<file path="src/rtl/core/nnq_pkg.sv">
package nnq_pkg;

    localparam int TABLE_DEPTH    = 256;
    localparam int COMPONENT_BITS = 15;
    localparam int NUM_COMP       = 3;

    // fixed field widths
    localparam int COMP_W  = 16;
    localparam int INDEX_W = 8;
    localparam int CFG_W   = 9;
    localparam int DIST_W  = 32;

    localparam int ADDR_W  = $clog2(TABLE_DEPTH);
    localparam int CNT_W   = $clog2(TABLE_DEPTH + 1);
    // clamped component spans -2^(CB-1) .. +2^(CB-1)
    localparam int STORE_W = COMPONENT_BITS + 1;
    localparam int DIFF_W  = STORE_W + 1;
    localparam int SQ_W    = 2 * DIFF_W;
    localparam int ACC_W   = ((SQ_W > DIST_W) ? SQ_W : DIST_W) + 1;
    localparam int CLAMP_W = ((COMP_W > STORE_W) ? COMP_W : STORE_W) + 1;

    localparam logic [DIST_W-1:0] DIST_MAX          = '1;
    localparam logic [CFG_W-1:0]  ENTRY_COUNT_RESET = 9'd162;

    // register index codes
    localparam logic REG_ENTRY_COUNT = 1'b0;

    // input op codes
    localparam logic OP_LOAD  = 1'b0;
    localparam logic OP_QUERY = 1'b1;

    typedef struct packed {
        logic              valid;
        logic              first;
        logic              last;
        logic [ADDR_W-1:0] addr;
        logic [DIST_W-1:0] sum;
    } link_t;

    function automatic logic signed [STORE_W-1:0] clamp_comp(input logic [COMP_W-1:0] raw);
        logic signed [CLAMP_W-1:0] v;
        logic signed [CLAMP_W-1:0] lim;
        v = {{(CLAMP_W - COMP_W){raw[COMP_W-1]}}, raw};
        lim = '0;
        lim[COMPONENT_BITS-1] = 1'b1;
        if (v > lim)
            v = lim;
        if (v < -lim)
            v = -lim;
        return v[STORE_W-1:0];
    endfunction

endpackage

</file>
<file path="src/rtl/core/nnq_track.sv">
module nnq_track
    import nnq_pkg::*;
(
    input  logic               clk,
    input  logic               rst_n,
    input  link_t              link_in,
    input  logic               out_stall,
    output logic               out_valid,
    output logic [INDEX_W-1:0] best_index,
    output logic               done
);

    logic [DIST_W-1:0]  best_dist_reg, best_dist_next;
    logic [ADDR_W-1:0]  best_slot_reg, best_slot_next;
    logic               pend_reg, pend_next;
    logic               out_valid_reg, out_valid_next;
    logic [INDEX_W-1:0] out_index_reg, out_index_next;
    logic               out_free;

    assign out_free = !out_valid_reg || !out_stall;

    always_comb
    begin
        best_dist_next = best_dist_reg;
        best_slot_next = best_slot_reg;
        pend_next      = pend_reg;
        out_valid_next = out_valid_reg;
        out_index_next = out_index_reg;
        done           = 1'b0;

        // the first entry seeds; strict less-than keeps the lowest index
        if (link_in.valid)
        begin
            if (link_in.first || (link_in.sum < best_dist_reg))
            begin
                best_dist_next = link_in.sum;
                best_slot_next = link_in.addr;
            end
            if (link_in.last)
                pend_next = 1'b1;
        end

        if (pend_reg && out_free)
        begin
            out_valid_next = 1'b1;
            out_index_next = INDEX_W'(best_slot_reg);
            pend_next      = 1'b0;
            done           = 1'b1;
        end
        else if (out_valid_reg && !out_stall)
        begin
            out_valid_next = 1'b0;
        end
    end

    always_ff @(posedge clk or negedge rst_n)
    begin
        if (!rst_n)
        begin
            best_dist_reg <= '0;
            best_slot_reg <= '0;
            pend_reg      <= 1'b0;
            out_valid_reg <= 1'b0;
        end
        else
        begin
            best_dist_reg <= best_dist_next;
            best_slot_reg <= best_slot_next;
            pend_reg      <= pend_next;
            out_valid_reg <= out_valid_next;
        end
    end

    always_ff @(posedge clk)
    begin
        out_index_reg <= out_index_next;
    end

    assign out_valid  = out_valid_reg;
    assign best_index = out_index_reg;

endmodule

</file>
<file path="config.mk">
export PLATFORM = sky130hd
export DESIGN_NAME = nnq_track
export DESIGN_NICKNAME = d
export VERILOG_FILES = /design/src/rtl/core/nnq_pkg.sv /design/src/rtl/core/nnq_track.sv
export SDC_FILE = /design/constraint.sdc
export NUM_CORES = 1
export LEC_CHECK = 0
export ABC_AREA = 0
export BUFFER_PORTS_ARGS = -buffer_cell sky130_fd_sc_hd__buf_4
export CAP_MARGIN = 20
export CORE_UTILIZATION = 55
export CTS_BUF_LIST = sky130_fd_sc_hd__clkbuf_8
export DETAILED_ROUTE_END_ITERATION = 6
export PLACE_DENSITY_LB_ADDON = 0.2
export SYNTH_ARGS = -nofsm -noshare
export SYNTH_HDL_FRONTEND = slang
export SYNTH_SLANG_ARGS = --single-unit
</file>
<file path="constraint.sdc">
create_clock -name clk -period 2.3 [get_ports clk]
set_input_delay 0.46 -clock clk [delete_from_list [all_inputs] [get_ports clk]]
set_output_delay 0.46 -clock clk [all_outputs]
set_load 0.02 [all_outputs]
</file>
## Yosys cells after proc, flatten, opt, wreduce, memory -nomap -nowiden

Cells that the tools add are included.

- Memories: 0
- Memory bits (read-only): 0
- Register bits after elaboration: 50
- Memory bits (writable): 0
- Bits of input ports: 46
- Logic and storage cells: 23
- Bits in latches: 0

- Magnitude comparators: 1
- Muxes and demuxes: 6
- Add/sub/neg operators: 0
- Divide/modulo/power cells: 0
- $mul: 0
- Equality and inequality tests: 0
- Bitwise gates (word level): 0
- Reduce and logical (&&, ||, !) cells: 11
- Shift operators: 0

Operator list:

| cell | count |
|---|---|
| $lt 32x32->1 | 1 |
| $mux 1 | 6 |
| $reduce_bool 2->1 | 3 |
| $reduce_and 2->1 | 2 |
| $logic_and 1x1->1 | 2 |
| $logic_not 1->1 | 2 |
| $logic_or 1x1->1 | 2 |

## Logic depth before layout (Yosys ltp)

- Depth after elaboration: 5
- Depth in mapped cells: 9

## Worst setup path after synthesis

OpenSTA, ideal clock, no wires.

- Path kind: in2reg
- From: input port link_in[6] in the netlist's numbering
- To: register best_dist_reg[0]
- Library setup time: 0.125 ns
- Path buffers: 1
- Setup slack: 0.076 ns
- Data required time: 2.175 ns
- Stages on the path: 8
- Data arrival time: 2.099 ns
- Cells stage by stage: ha_1 > a21o_1 > a211oi_1 > o21a_1 > o211ai_1 > a21oi_4 > buf_6 > mux2_4

- Cells in the longest elaborated chain, start to end: 3

Ends and longest elaborated chain:

| item | RTL line | text |
|---|---|---|
| start, declared | nnq_track.sv:6 | `input link_t link_in,` |
| $lt 32x32->1 | nnq_track.sv:34 | `if (link_in.first \|\| (link_in.sum < best_dist_reg))` |
| $logic_or 1x1->1 | nnq_track.sv:34 |  |
| $reduce_and 2->1 (no source line) | -- |  |
| end signal, assigned | nnq_track.sv:67 | `best_dist_reg <= best_dist_next;` |
| end, declared | nnq_track.sv:13 | `logic [DIST_W-1:0] best_dist_reg, best_dist_next;` |

Every way passes these cells.
A chain may end at the register's enable or synchronous reset.

## Final worst setup path

- From: register best_dist_reg[6]
- To: register best_slot_reg[1]

- Cells in the longest elaborated chain, start to end: 3

Ends and longest elaborated chain:

| item | RTL line | text |
|---|---|---|
| $lt 32x32->1 | nnq_track.sv:34 |  |
| $logic_or 1x1->1 | nnq_track.sv:34 |  |
| $reduce_and 2->1 (no source line) | -- |  |
| end signal, assigned | nnq_track.sv:68 | `best_slot_reg <= best_slot_next;` |
| end, declared | nnq_track.sv:14 | `logic [ADDR_W-1:0] best_slot_reg, best_slot_next;` |

Every way passes these cells.

==> results by group <==
Logic synthesis
  • Synth Warn #: 0
  • Syn Nets: 292
  • Number of synthesized register bits: 50
  • Cells after synthesis: 215
  • Mean post-synth cell area: 12.94 sq um
  • Synth Cell Area: 2781 sq um
  • Unique cell type count in the Yosys netlist: 27
  • Seq/Total Area, Yosys: 0.4642

Setup path
  • Worst path max stage delay: 0.35 ns
  • CP delay by family, top: compound AO/OA/AOI/OAI gates
  • Crit path cell chain: inv_1, ha_1, a21o_1, a211oi_1, o21a_1, o211ai_1, a21oi_4, buf_12, mux2_4
  • Crit Path Max Fanout: 26
  • WP data arrival: 2.49 ns
  • Crit path launch type: flop
  • Worst Path Required: 2.50 ns
  • Critical path's slowest cell: dfrtp_1
  • Crit path buffers/inverters: 2
  • Critical path class: reg2reg
  • Critical Path End Type: flop

Clock network
  • CTS Buf Count: 5
  • Worst-Skew Late Latency: 0.30 ns
  • Clk pin slew, worst setup/hold paths: 0.09 ns
  • H-tree depth: 2
  • CTS Buffer Depth: 2
  • CTS tree: built
  • Root Driver: clkbuf_8
  • Sink Count: 50

Worst hold path
  • Hold WC Path Type: in2async

Cells and area
  • Final Instance Count excl. Fillers: 353
  • Ant. Diodes: 0
  • Largest register FFs: 32
  • Nets: 362
  • Leading cell type in the layout, fill and taps excluded: buf_4
  • FILL cells: 353
  • Share of cells above drive strength 1: 0.4231
  • Layout area overhead: 25.55%
  • Final core utilization: 0.7297
  • Commonest non-fill, non-tap cells in the layout: buf_4, dfrtp_1, mux2_4

Detailed routing
  • Via density per instance: 5.014
  • WL final: 4.652 mm
  • 1st-iter DRT viols: 63
  • Initial DRT Pass Iterations: 4
  • Vias: 1770
  • Routed Antenna Nets: 0
  • Residual DRC count: 0
  • WL/cell: 13.18 um

Global route
  • Initial antenna violation count: 0
  • Met3 usage: 0.03867
  • GRT busiest layer: met2
  • GR Util met1: 0.2638
  • First-pass GRT wire length: 7.583 mm
  • GR Util All Layers: 0.1880
  • Vias in the first global route: 1704
  • Largest net degree at the start of global routing: 43
  • M2 GR Usage: 0.2932
  • Congestion Overflow GR: 0

Timing
  • Setup TNS: 0 ns
  • Final setup viols: 0
  • Max frequency: 437.1 MHz
  • Setup Skew: 0.008899 ns
  • Crit share post-route: 0.9947
  • Max-slew headroom: 0.6396
  • Slew Viols, Final: 0
  • Final setup margin: 0.01214 ns
  • RSZ-0062 raised after global routing: true
  • Post-layout min period: 2.288 ns
  • Final Hold Fails: 0
  • Worst-Margin Slew: 0.5406 ns
  • Hold WS: 0.1334 ns

Die
  • Die Width: 73.12 um
  • Initial core utilization: 0.5812
  • Num rows: 25
  • I/O pins: 56
  • Die Height: 73.12 um
  • Die area: 5346 sq um
  • Core ar.: 4786 sq um

Place
  • Placed Instances: 343
  • Hpwl dp: 3.429 mm
  • Gpl congestion: 0.7794
  • PortBufs: 55
  • Post-Place Setup Slack: -0.1856 ns

Run
  • Max cap viols: 0

Pwr
  • Peak supply drop: 0.5612 mV
  • PD cells: 964.6 nW/um^2
  • Clk pwr share: 0.184
  • Comb pwr share: 0.416
  • Total leakage power: 1.806 nW
  • Flop pwr share: 0.400
  • Cell internal pwr: 0.002341 W
  • Sw frac: 0.3049
  • P_sw: 0.001027 W

Run status
  • Status: complete, no violations
==> layout make-up <==
type	count	area, sq um	share of cell area
clock buffers	5	68.82	0.01971
clock inverters	3	42.54	0.01218
inverters	32	120.1	0.03440
multi-input cells	129	1363	0.3902
flip-flops and latches	50	1291	0.3698
well taps	67	83.83	0.02401
repair buffers	67	523.0	0.1498
==> path summary, 6_finish.rpt <==
kind / from / end / slack [ns] / cells past startpoint
hold / removal: rst_n / best_dist_reg[24]$_DFFE_PN0P_ / 0.13 / 1
setup / recovery: best_dist_reg[6]$_DFFE_PN0P_ / best_slot_reg[1]$_DFFE_PN0P_ / 0.01 / 9
min in group clk: out_stall / out_valid$_DFFE_PN0P_ / 0.36 / 2
hold reg to reg: best_slot_reg[4]$_DFFE_PN0P_ / best_index[4]$_DFFE_PP_ / 0.45 / 0
setup reg to reg: best_dist_reg[6]$_DFFE_PN0P_ / best_slot_reg[1]$_DFFE_PN0P_ / 0.01 / 9
max in group asynchronous: rst_n / best_dist_reg[7]$_DFFE_PN0P_ / 1.79 / 1
==> cells in the mapped netlist <==
| library cell | number | area (sq um) |
|---|---|---|
| mux2_4 | 40 | 600.6 |
| edfxtp_1 | 8 | 240.2 |
| a21o_1 | 2 | 15.01 |
| a32oi_1 | 1 | 8.760 |
| a2111oi_2 | 1 | 15.01 |
| a21oi_1 | 12 | 60.06 |
| o211ai_1 | 2 | 15.01 |
| o21ai_0 | 9 | 45.04 |
| nor4_2 | 1 | 12.51 |
| o21ai_1 | 1 | 5.000 |
| nand2_1 | 11 | 41.29 |
| nand4_1 | 2 | 12.51 |
| inv_1 | 32 | 120.1 |
| buf_6 | 4 | 45.04 |
| dfrtp_1 | 42 | 1051 |
| a22oi_1 | 1 | 7.510 |
| ha_1 | 31 | 387.9 |
| nor3_1 | 1 | 5.000 |
| a21boi_0 | 1 | 7.510 |
| nand3_1 | 1 | 5.000 |
| a211oi_1 | 1 | 7.510 |
| o21a_1 | 2 | 15.01 |
| nor2b_1 | 1 | 6.260 |
| a21oi_4 | 1 | 16.27 |
| nor2_1 | 4 | 15.01 |
| nand2b_1 | 2 | 12.51 |
| and4_1 | 1 | 8.760 |
==> routing by layer <==
metal / wire, um / up-vias
met4: 30 / 0
met2: 2233 / 42
met3: 233 / 4
li1: - / 893
met1: 2154 / 831
met5: 0 / -
==> worst register-to-register path: cells and delay by family (launching register included) <==
family	cells	cell delay (ns)
flip-flops	1	0.35
adder cells (fa/ha/maj)	1	0.28
AO/OA/AOI/OAI	5	0.92
multiplexers	1	0.34
buffers and inverters	2	0.31
==> through the flow <==
stage	total power [W]	instance area [sq um]
3_5_place_dp	0.002713	3321
4_1_cts	0.003345	3432
5_1_grt	0.003623	3492
6_report	0.003368	3492
2_1_floorplan	0.002387	2781
3_3_place_gp	0.002669	3321
==> timing repair <==
item / in CTS / in global routing
setup buffers: 0 / 2
setup endpoints to repair: 0 / 40
hold buffers: 0 / 0
gates resized for setup: 0 / 7
==> power by group through the flow <==
| stage | clock, W | sequential, W | combinational, W |
|---|---|---|---|
| 2_1_floorplan | 0 | 0.00134 | 0.00104 |
| 3_3_place_gp | 0 | 0.00136 | 0.00131 |
| 3_5_place_dp | 0 | 0.00135 | 0.00136 |
| 4_1_cts | 0.000635 | 0.00135 | 0.00136 |
| 5_1_grt | 0.000672 | 0.00138 | 0.00157 |
| 6_report | 0.000620 | 0.00135 | 0.00140 |
==> cell families after synthesis <==
| family | share of synthesized area |
|---|---|
| muxes | 0.2159 |
| buffers and inverters | 0.05938 |
| AOI/OAI and AO/OA | 0.07827 |
| DFF | 0.4642 |
| adders and majority gates | 0.1395 |
| and+or+nand+nor | 0.04273 |
Power figures use the tool's default switching activity.
